### src/hdl/bps_pkg.sv
package bps_pkg;

   // Item kinds
   localparam logic KIND_TICK  = 1'b0;
   localparam logic KIND_SPAWN = 1'b1;

   // Register indexes on the csr port
   localparam int unsigned CSR_INDEX_WIDTH = 3;
   localparam int unsigned CSR_DATA_WIDTH  = 12;

   localparam logic [CSR_INDEX_WIDTH-1:0] CSR_GRAVITY         = 3'd0;
   localparam logic [CSR_INDEX_WIDTH-1:0] CSR_START_INTENSITY = 3'd1;
   localparam logic [CSR_INDEX_WIDTH-1:0] CSR_FADE_CAP        = 3'd2;
   localparam logic [CSR_INDEX_WIDTH-1:0] CSR_FAST_FADE_STEP  = 3'd3;
   localparam logic [CSR_INDEX_WIDTH-1:0] CSR_START_HEIGHT    = 3'd4;

   // Register reset values
   localparam logic [3:0]  GRAVITY_RESET         = 4'd4;
   localparam logic [7:0]  START_INTENSITY_RESET = 8'd120;
   localparam logic [4:0]  FADE_CAP_RESET        = 5'd31;
   localparam logic [4:0]  FAST_FADE_STEP_RESET  = 5'd6;
   localparam logic [11:0] START_HEIGHT_RESET    = 12'd256;

   // Spawn constants
   localparam logic signed [15:0] SPAWN_X_OFFSET = 16'sd8;
   localparam logic [15:0] VEL_X_BIAS = 16'd4;
   localparam logic [15:0] VEL_Y_BIAS = 16'd6;
   localparam logic [15:0] VEL_H_BIAS = 16'd56;

   // Draw constants
   localparam logic signed [17:0] SPRITE_Y_OFFSET = 18'sd8;
   localparam logic signed [12:0] DEPTH_BASE      = 13'sd256;

   typedef struct packed {
      logic               kind;
      logic signed [15:0] source_x;
      logic signed [15:0] source_y;
      logic signed [15:0] camera_x;
      logic signed [15:0] camera_y;
      logic [4:0]         rand_vx;
      logic [3:0]         rand_vy;
      logic [5:0]         rand_vh;
      logic [1:0]         rand_look;
      logic               fast_forward;
   } req_type;

   typedef struct packed {
      logic               visible;
      logic [1:0]         look_index;
      logic [4:0]         anim_level;
      logic [4:0]         shadow_level;
      logic signed [11:0] shadow_x;
      logic signed [11:0] shadow_y;
      logic signed [11:0] shadow_height;
      logic signed [19:0] sprite_x;
      logic signed [21:0] sprite_y;
      logic signed [16:0] sprite_depth;
   } rsp_type;

endpackage

### src/hdl/bouncing_particle_step_core.sv
// One Q4 fixed-point bouncing particle. Each accepted beat (spawn or tick)
// produces exactly one response beat, and a new beat can be taken every cycle
// that req_stall is low: the particle state and the response register are
// both updated at the accepting edge by one pass of short add/compare logic.
// req_stall is high only while a response is held by rsp_stall. Spawn and
// inactive ticks return an all-zero, not-visible response. The csr port is
// always ready and should only be written while the block is idle.
module bouncing_particle_step_core (
   input  logic                                  clock,
   input  logic                                  reset,
   input  logic                                  req_valid,
   output logic                                  req_stall,
   input  bps_pkg::req_type                      req_data,
   output logic                                  rsp_valid,
   input  logic                                  rsp_stall,
   output bps_pkg::rsp_type                      rsp_data,
   input  logic                                  csr_valid,
   output logic                                  csr_ready,
   input  logic [bps_pkg::CSR_INDEX_WIDTH-1:0]   csr_index,
   input  logic [bps_pkg::CSR_DATA_WIDTH-1:0]    csr_data
);

   // Signed divide by 16, truncating toward zero
   function automatic logic signed [11:0] div16(input logic signed [15:0] v);
      logic signed [15:0] t;
      t = v + (v[15] ? 16'sd15 : 16'sd0);
      return t[15:4];
   endfunction

   // Signed halve, truncating toward zero
   function automatic logic signed [15:0] half(input logic signed [15:0] v);
      logic signed [15:0] t;
      t = v + {15'b0, v[15]};
      return t >>> 1;
   endfunction

   // Configuration registers
   logic [3:0]  gravity_ff;
   logic [7:0]  start_intensity_ff;
   logic [4:0]  fade_cap_ff;
   logic [4:0]  fast_fade_step_ff;
   logic [11:0] start_height_ff;

   // Particle state
   logic signed [15:0] pos_x_ff, pos_x_in;
   logic signed [15:0] pos_y_ff, pos_y_in;
   logic signed [15:0] pos_h_ff, pos_h_in;
   logic signed [15:0] vel_x_ff, vel_x_in;
   logic signed [15:0] vel_y_ff, vel_y_in;
   logic signed [15:0] vel_h_ff, vel_h_in;
   logic [7:0]         level_ff, level_in;
   logic               live_ff, live_in;
   logic [1:0]         look_ff, look_in;

   // Response register
   logic             rsp_valid_ff, rsp_valid_in;
   bps_pkg::rsp_type rsp_data_ff, rsp_data_in;

   logic req_accept;

   // Working values for a tick
   logic signed [15:0] dx, dy;
   logic [7:0]         capped;
   logic [4:0]         anim;
   logic [7:0]         anim7;
   logic signed [15:0] px, py, ph, vh;
   logic signed [11:0] yq;
   logic signed [17:0] sy_sum;
   logic signed [12:0] depth;

   assign req_stall  = rsp_valid_ff & rsp_stall;
   assign req_accept = req_valid & ~req_stall;
   assign rsp_valid  = rsp_valid_ff;
   assign rsp_data   = rsp_data_ff;
   assign csr_ready  = 1'b1;

   // Configuration writes
   always_ff @(posedge clock) begin
      if (reset) begin
         gravity_ff         <= bps_pkg::GRAVITY_RESET;
         start_intensity_ff <= bps_pkg::START_INTENSITY_RESET;
         fade_cap_ff        <= bps_pkg::FADE_CAP_RESET;
         fast_fade_step_ff  <= bps_pkg::FAST_FADE_STEP_RESET;
         start_height_ff    <= bps_pkg::START_HEIGHT_RESET;
      end else if (csr_valid && csr_ready) begin
         unique case (csr_index)
            bps_pkg::CSR_GRAVITY:         gravity_ff         <= csr_data[3:0];
            bps_pkg::CSR_START_INTENSITY: start_intensity_ff <= csr_data[7:0];
            bps_pkg::CSR_FADE_CAP:        fade_cap_ff        <= csr_data[4:0];
            bps_pkg::CSR_FAST_FADE_STEP:  fast_fade_step_ff  <= csr_data[4:0];
            bps_pkg::CSR_START_HEIGHT:    start_height_ff    <= csr_data;
            default: ;
         endcase
      end
   end

   // Next state and response
   always_comb begin
      pos_x_in = pos_x_ff;
      pos_y_in = pos_y_ff;
      pos_h_in = pos_h_ff;
      vel_x_in = vel_x_ff;
      vel_y_in = vel_y_ff;
      vel_h_in = vel_h_ff;
      level_in = level_ff;
      live_in  = live_ff;
      look_in  = look_ff;
      rsp_data_in = '0;

      // spawn placement
      dx = req_data.source_x - req_data.camera_x + bps_pkg::SPAWN_X_OFFSET;
      dy = req_data.source_y - req_data.camera_y;

      // fade
      capped = (level_ff > {3'b0, fade_cap_ff}) ? {3'b0, fade_cap_ff} : level_ff;
      anim   = capped[4:0];
      anim7  = {3'b0, anim} * 8'd7;

      // motion, then bounce
      px = pos_x_ff + vel_x_ff;
      py = pos_y_ff + vel_y_ff;
      ph = pos_h_ff + vel_h_ff;
      vh = vel_h_ff - $signed({12'b0, gravity_ff});

      // draw values
      yq     = div16(py);
      if (ph[15] || ph == '0) begin
         sy_sum = 18'(py) - 18'(16'(-ph)) + bps_pkg::SPRITE_Y_OFFSET;
      end else begin
         sy_sum = 18'(py) - 18'(ph) + bps_pkg::SPRITE_Y_OFFSET;
      end
      depth = bps_pkg::DEPTH_BASE - 13'(yq);

      if (req_data.kind == bps_pkg::KIND_SPAWN) begin
         pos_x_in = {dx[11:0], 4'b0};
         pos_y_in = {dy[11:0], 4'b0};
         pos_h_in = {4'b0, start_height_ff};
         vel_x_in = {11'b0, req_data.rand_vx} + bps_pkg::VEL_X_BIAS;
         vel_y_in = {12'b0, req_data.rand_vy} - bps_pkg::VEL_Y_BIAS;
         vel_h_in = {10'b0, req_data.rand_vh} + bps_pkg::VEL_H_BIAS;
         level_in = start_intensity_ff;
         look_in  = req_data.rand_look;
         live_in  = 1'b1;
      end else if (live_ff) begin
         if (level_ff == '0) begin
            live_in = 1'b0;
         end else begin
            if (req_data.fast_forward) begin
               level_in = (capped < {3'b0, fast_fade_step_ff}) ? '0 :
                          capped - {3'b0, fast_fade_step_ff};
            end else begin
               level_in = level_ff - 8'd1;
            end
            pos_x_in = px;
            pos_y_in = py;
            pos_h_in = ph;
            vel_h_in = vh;
            if (ph[15] || ph == '0) begin
               pos_h_in = -ph;
               vel_x_in = half(vel_x_ff);
               vel_y_in = half(vel_y_ff);
               vel_h_in = -half(vh);
            end
            rsp_data_in.visible       = 1'b1;
            rsp_data_in.look_index    = look_ff;
            rsp_data_in.anim_level    = anim;
            rsp_data_in.shadow_level  = anim7[7:3];
            rsp_data_in.shadow_x      = div16(px);
            rsp_data_in.shadow_y      = yq;
            rsp_data_in.shadow_height = div16(pos_h_in);
            rsp_data_in.sprite_x      = {px, 4'b0};
            rsp_data_in.sprite_y      = {sy_sum, 4'b0};
            rsp_data_in.sprite_depth  = {depth, 4'b0};
         end
      end
   end

   // Response valid: loads on accept, clears when taken
   always_comb begin
      if (req_accept) begin
         rsp_valid_in = 1'b1;
      end else if (!rsp_stall) begin
         rsp_valid_in = 1'b0;
      end else begin
         rsp_valid_in = rsp_valid_ff;
      end
   end

   // Control state
   always_ff @(posedge clock) begin
      if (reset) begin
         rsp_valid_ff <= 1'b0;
         live_ff      <= 1'b0;
         level_ff     <= '0;
         look_ff      <= '0;
         pos_x_ff     <= '0;
         pos_y_ff     <= '0;
         pos_h_ff     <= '0;
         vel_x_ff     <= '0;
         vel_y_ff     <= '0;
         vel_h_ff     <= '0;
      end else begin
         rsp_valid_ff <= rsp_valid_in;
         if (req_accept) begin
            live_ff  <= live_in;
            level_ff <= level_in;
            look_ff  <= look_in;
            pos_x_ff <= pos_x_in;
            pos_y_ff <= pos_y_in;
            pos_h_ff <= pos_h_in;
            vel_x_ff <= vel_x_in;
            vel_y_ff <= vel_y_in;
            vel_h_ff <= vel_h_in;
         end
      end
   end

   // Response payload
   always_ff @(posedge clock) begin
      if (req_accept) begin
         rsp_data_ff <= rsp_data_in;
      end
   end

endmodule
### config.mk
export PLATFORM = sky130hd
export DESIGN_NAME = bouncing_particle_step_core
export DESIGN_NICKNAME = d
export VERILOG_FILES = /design/src/hdl/bps_pkg.sv /design/src/hdl/bouncing_particle_step_core.sv
export SDC_FILE = /design/constraint.sdc
export NUM_CORES = 1
export LEC_CHECK = 0
export BUFFER_PORTS_ARGS = -buffer_cell sky130_fd_sc_hd__clkbuf_2
export CAP_MARGIN = 20
export CORE_MARGIN = 1
export CORE_UTILIZATION = 55
export CTS_CLUSTER_DIAMETER = 40
export CTS_CLUSTER_SIZE = 40
export DETAILED_ROUTE_END_ITERATION = 6
export PLACE_DENSITY = 0.75
export SYNTH_ARGS = -nofsm -noshare
export SYNTH_HDL_FRONTEND = slang
export SYNTH_SLANG_ARGS = --single-unit
### constraint.sdc
create_clock -name clock -period 7.3 [get_ports clock]
set_input_delay 0.365 -clock clock [delete_from_list [all_inputs] [get_ports clock]]
set_output_delay 0.365 -clock clock [all_outputs]
set_load 0.03 [all_outputs]
# Word-level counts from Yosys, hierarchy flattened

Cells that the tools add are included.

Add/sub/neg operators: 25
Multiply operators: 1
Div/mod/pow operators: 0
Magnitude comparators: 2
Equal/unequal tests: 6
Shift-type cells: 0
Muxes and demuxes: 41
Bitwise operators: 4
Reduce and logical (&&, ||, !) cells: 16

Operator list:

| kind                     | number |
|---|---|
| $mux W16                 | 25 |
| $mux W108                | 1 |
| $add A16 B1 Y16          | 3 |
| $add A16 B16 Y16         | 3 |
| $add A16 B5 Y16          | 3 |
| $mux W8                  | 6 |
| $add A17 B5 Y18 const B  | 2 |
| $sub A16 B16 Y17         | 2 |
| $sub A12 B12 Y12         | 2 |
| $mux W18                 | 1 |
| $logic_not A16 Y1        | 1 |
| $neg A15 Y16             | 1 |
| $neg A16 Y16             | 1 |
| $sub A16 B5 Y16          | 1 |
| $sub A10 B12 Y13 const A | 1 |
| $add A12 B5 Y12 const B  | 1 |
| $mux W4                  | 3 |
| $reduce_and A2 Y1        | 6 |
| $gt A8 B5 Y1             | 1 |
| $logic_not A8 Y1         | 1 |
| $lt A8 B5 Y1             | 1 |
| $mul A5 B3 Y8 const B    | 1 |
| $sub A8 B1 Y8 const B    | 1 |
| $sub A8 B5 Y8            | 1 |
| other kinds (18)         | 26 |

Register bits after elaboration: 250
Bits in latches: 0
Bits in writable memories: 0
Bits in read-only memories: 0
Logic and storage cells: 123
Memories kept: 0

# Longest topological paths before layout

Depth in word-level cells: 10
Mapped depth: 23
Gate-level depth less buffers: 23

# Worst setup path after synthesis

OpenSTA, ideal clock, no wires.

Path kind: register to register
Start: register vel_y_ff[8]
End: register rsp_data_ff (netlist bit rsp_data[14]), data pin
Arrival time: 5.174 ns
Path slack: 1.987 ns
Stages on the path, launching flop included: 23
Period minus slack after synthesis: 5.313 ns
Cell sequence: dfxtp_1 > ha_1 > clkbuf_1 > and2_1 > a221o_1 > a211oi_1 > a21oi_1 > a21oi_1 > xnor2_1 > ha_1 > a21o_1 > a221o_1 > a31oi_1 > nand2_1 > nand2_1 > xor2_1 > ha_1 > inv_1 > or4_1 > mux2i_1 > o21ai_0 > or4_1 > nand3_1

Longest elaborated chain between the ends: 4

RTL lines:

| what                     | RTL line                           | text |
|---|---|---|
| start: declaration       | bouncing_particle_step_core.sv:49  | `logic signed [15:0] vel_y_ff, vel_y_in;` |
| start signal: assignment | bouncing_particle_step_core.sv:212 | `vel_y_ff <= vel_y_in;` |
| $add A16 B16 Y16 *       | bouncing_particle_step_core.sv:121 | `py = pos_y_ff + vel_y_ff;` |
| $mux W4                  | bouncing_particle_step_core.sv:26  | `t = v + (v[15] ? 16'sd15 : 16'sd0);` |
| $add A16 B5 Y16 *        | bouncing_particle_step_core.sv:26  |  |
| $sub A10 B12 Y13 *       | bouncing_particle_step_core.sv:132 | `depth = bps_pkg::DEPTH_BASE - 13'(yq);` |
| end signal: assignment   | bouncing_particle_step_core.sv:221 | `rsp_data_ff <= rsp_data_in;` |
| end: declaration         | bouncing_particle_step_core.sv:57  | `bps_pkg::rsp_type rsp_data_ff, rsp_data_in;` |

Every way passes the cells marked *; elsewhere a longest branch is shown, timed or not.
A chain may end at the register's enable or synchronous reset.

# Worst setup path after layout

Start: register vel_h_ff[0]
End: register rsp_data_ff (netlist bit rsp_data[69]), data pin

Longest elaborated chain between the ends: 9

RTL lines:

| what                                                                 | RTL line                           | text |
|---|---|---|
| start: declaration                                                   | bouncing_particle_step_core.sv:50  | `logic signed [15:0] vel_h_ff, vel_h_in;` |
| start signal: assignment                                             | bouncing_particle_step_core.sv:213 | `vel_h_ff <= vel_h_in;` |
| $add A16 B16 Y16 *                                                   | bouncing_particle_step_core.sv:122 | `ph = pos_h_ff + vel_h_ff;` |
| parallel branches: the longest is 2 deep, another holds $neg A16 Y16 | --                                 |  |
| $mux W16 *                                                           | bouncing_particle_step_core.sv:158 | `if (ph[15] \|\| ph == '0) begin` |
| $mux W16 *                                                           | bouncing_particle_step_core.sv:145 | `if (level_ff == '0) begin` |
| $mux W16 *                                                           | bouncing_particle_step_core.sv:144 | `end else if (live_ff) begin` |
| $mux W16 *                                                           | bouncing_particle_step_core.sv:134 | `if (req_data.kind == bps_pkg::KIND_SPAWN) begin` |
| $mux W4                                                              | bouncing_particle_step_core.sv:26  |  |
| $add A16 B5 Y16 *                                                    | bouncing_particle_step_core.sv:26  |  |

Every way passes the cells marked *. The select of a mux whose other input is x is not followed.

==> flow_summary.json <==
{
  "final_cell_area_um2": 21300,
  "worstHoldStart": "csr_data[10]",
  "cts_htree_levels": 2,
  "dpl.cell_count": 2781,
  "cp.arrival_ps": 6620,
  "hold_buffers": 0,
  "crit_required_ps": 7560,
  "timing.hold.ws_ps": 22.9,
  "dp_hpwl_mm": 35.9,
  "synth_cell_types": 96,
  "setup-violations-final": 0,
  "r2r_setup_slack_ps": 940,
  "hold_violations": 0,
  "layout_min_cycle_time_ps": 6360,
  "grt-ovfl-total": 0,
  "r2r_start": "vel_h_ff[0]$_SDFFE_PP0P_",
  "yosys_warnings": 0,
  "status": "finished clean",
  "die_y_um": 186,
  "cts_num_sinks": 235,
  "netlist_area_um2": 18500,
  "wl_per_cell_um": 17.3,
  "leakage_nw": 9.31,
  "die_area_um2": 34400,
  "area_growth_pct": 14.7,
  "grt_usage": 0.284,
  "synth_ff_type": "dfxtp_1",
  "worstPathMaxFanout": 7,
  "core_um2": 32900,
  "grt_pass1_wl_mm": 77.6,
  "slew_headroom": 0.264,
  "crit_chain": "ha_1 > fa_1 > xnor2_1 > nand3_1 > a221oi_2 > o2111ai_1 > nor3_1 > nand4_1 > xnor2_1 > nor2_1 > ha_1 > o21a_1 > o2111ai_1 > o31ai_2 > nand4_2 > nor4b_2 > xnor2_1 > nor2_1",
  "most-common-layout-cells": "nor2_1 (271), nand2_1 (217), clkbuf_2 (182), ha_1 (179), a21oi_1 (153)",
  "insertion_delay_ps": 560,
  "drv_cap": 0,
  "final_util": 0.647,
  "peakVddDrop_uv": 162,
  "layout-drive-gt1-share": 0.133,
  "stdcell_count": 2857,
  "synthArstFlopShare": 0,
  "worst_clock_skew_ps": 27.0,
  "gp_congestion": 0.950,
  "start_util": 0.564,
  "synthCells": 2227,
  "clockBufferDepth": 3,
  "r2r_cells": 18,
  "holdPathEnd": "start_height_ff[10]$_SDFFE_PP0P_",
  "slowest_stage": "xnor2_1",
  "timing.fmax_ghz": 0.157,
  "cts_buffers": 40,
  "holdPathStages": 3,
  "wl_mm": 49.5,
  "netlist.top_cell.by_area": "edfxtp_1",
  "path_buf_inv": 0,
  "num_rows": 66,
  "cts_resized": 0,
  "synthTopCellsByArea": "edfxtp_1 (15%), dfxtp_1 (15%), ha_1 (12%), xnor2_1 (5.9%), nor2_1 (5.5%)",
  "fin_setup_tns_ps": 0,
  "vias_per_cell": 5.87,
  "worstSetupPathType": "register to register",
  "avgSynthCellArea_um2": 8.32,
  "hp-class": "primary input to register",
  "place_area_um2": 19800,
  "reg2reg_to": "rsp_data[69]$_SDFFCE_PP0P_",
  "clock-root-buffer": "clkbuf_16",
  "antenna_found_initial": 1,
  "period_share": 0.871,
  "synth_top_area_frac": 0.154,
  "port_buffers": 184,
  "cp-end-kind": "register",
  "rsz0062_at_grt": "false",
  "postCtsSetupRepairBufs": 0,
  "cts_tree": "yes",
  "synth_edf_count": 95,
  "synth-seq-cells": 235,
  "drt_first_pass_iters": 6,
  "ios": 214,
  "first_iter_violations": 1284,
  "ant_nets": 0,
  "drc": 0,
  "ys_seq_area_frac": 0.305,
  "num_vias": 16800,
  "maxSlewViolCount": 0,
  "worst_slew_pin_slew_ps": 1100,
  "grt_max_degree": 93,
  "power_density_nw_per_um2": 257,
  "cp_top_family": "simple AND/OR/NAND/NOR gates",
  "grt_pass1_vias": 15200,
  "fin_nets": 2678,
  "layout_commonest_cell": "nor2_1",
  "die_w_um": 186,
  "cts.clk_slew.worst_paths_ps": 70,
  "slowest_delay_ps": 540,
  "crit_top_cell": "xnor2_1",
  "cp-start-kind": "register"
}
==> how the worst max path moves through the flow <==
| stage | start | endpoint | slack (ps) | cells past startpoint |
|---|---|---|---|---|
| 2_1_floorplan | vel_y_ff[8]$_SDFFE_PP0P_ | rsp_data[14]$_SDFFCE_PP0P_ | 1990 | 22 |
| 3_3_place_gp | vel_h_ff[0]$_SDFFE_PP0P_ | rsp_data[69]$_SDFFCE_PP0P_ | 1400 | 18 |
| 4_1_cts | vel_h_ff[0]$_SDFFE_PP0P_ | rsp_data[69]$_SDFFCE_PP0P_ | 1160 | 18 |
| 5_1_grt | vel_y_ff[1]$_SDFFE_PP0P_ | rsp_data[14]$_SDFFCE_PP0P_ | 710 | 22 |
| 3_5_place_dp | vel_h_ff[0]$_SDFFE_PP0P_ | rsp_data[69]$_SDFFCE_PP0P_ | 1200 | 18 |
| 6_report | vel_h_ff[0]$_SDFFE_PP0P_ | rsp_data[69]$_SDFFCE_PP0P_ | 940 | 18 |
==> routing by layer <==
metal,wire (um),GRT usage
met1,22300,0.389
met2,22200,0.447
met3,3510,0.0436
met4,1460,0.109
met5,0,0
==> through the flow <==
| step | worst slack (ps) | total power, mW |
|---|---|---|
| finish | 939 | 5.46 |
| global route | 711 | 5.76 |
| CTS | 1160 | 5.47 |
| detailed placement | 1200 | 3.42 |
| global placement | 1400 | 3.37 |
| floorplan | 1990 | 2.99 |
==> Yosys cell counts (all sizes together) (32+ instances only) <==
library cell and n:
nor2 271, nand3 53, clkbuf 71, a21oi 156, buf 32, ha 179
nor3 67, xnor2 126, and3 35, edfxtp 95, a211oi 40, xor2 72
inv 124, mux2i 33, dfxtp 140, nand2 218, o21ai 97
==> kinds of logic after synthesis <==
logic type / count (synthesis) / share of synthesized area
buf+inv: 228 / 0.0502
xor+xnor: 198 / 0.0944
other cells: 2 / 0.000405
mux: 34 / 0.0186
compound gates: 534 / 0.191
flops: 235 / 0.305
simple gates: 803 / 0.204
fa+ha+maj: 193 / 0.136
==> sequential cells by signal, summed over array words and instances (netlist names) <==
register,count
vel_x_ff,15
start_height_ff,12
vel_y_ff,15
level_ff,8
pos_y_ff,16
fade_cap_ff,5
fast_fade_step_ff,5
live_ff,1
rsp_valid,1
pos_x_ff,16
pos_h_ff,16
vel_h_ff,16
start_intensity_ff,8
rsp_data,95
gravity_ff,4
look_ff,2
==> cell type report <==
cell class / count / area, um^2
clock inverter: 29 / 399
timing repair buffer: 205 / 1090
tap: 442 / 553
antenna: 1 / 2.50
multi-input combinational: 1775 / 12000
clock buffer: 45 / 1070
inverter: 125 / 472
sequential: 235 / 5660
fill: 2869 / 11600
==> power by group <==
group / total [mW] / internal [mW] / switching (mW)
logic: 1.95 / 0.758 / 1.20
clock network: 2.03 / 1.28 / 0.755
registers: 1.48 / 1.44 / 0.0445
==> worst register-to-register path, cell delays in order (launching register included) <==
cell       delay (ps)
dfxtp_1           330
ha_1              240
fa_1              430
xnor2_1           540
nand3_1           350
a221oi_2          540
o2111ai_1         340
nor3_1            450
nand4_1           170
xnor2_1           230
nor2_1            470
ha_1              270
o21a_1            140
o2111ai_1         150
o31ai_2           500
nand4_2           300
nor4b_2           400
xnor2_1           160
nor2_1             50
Note: power is estimated with default switching activity, not from simulation.
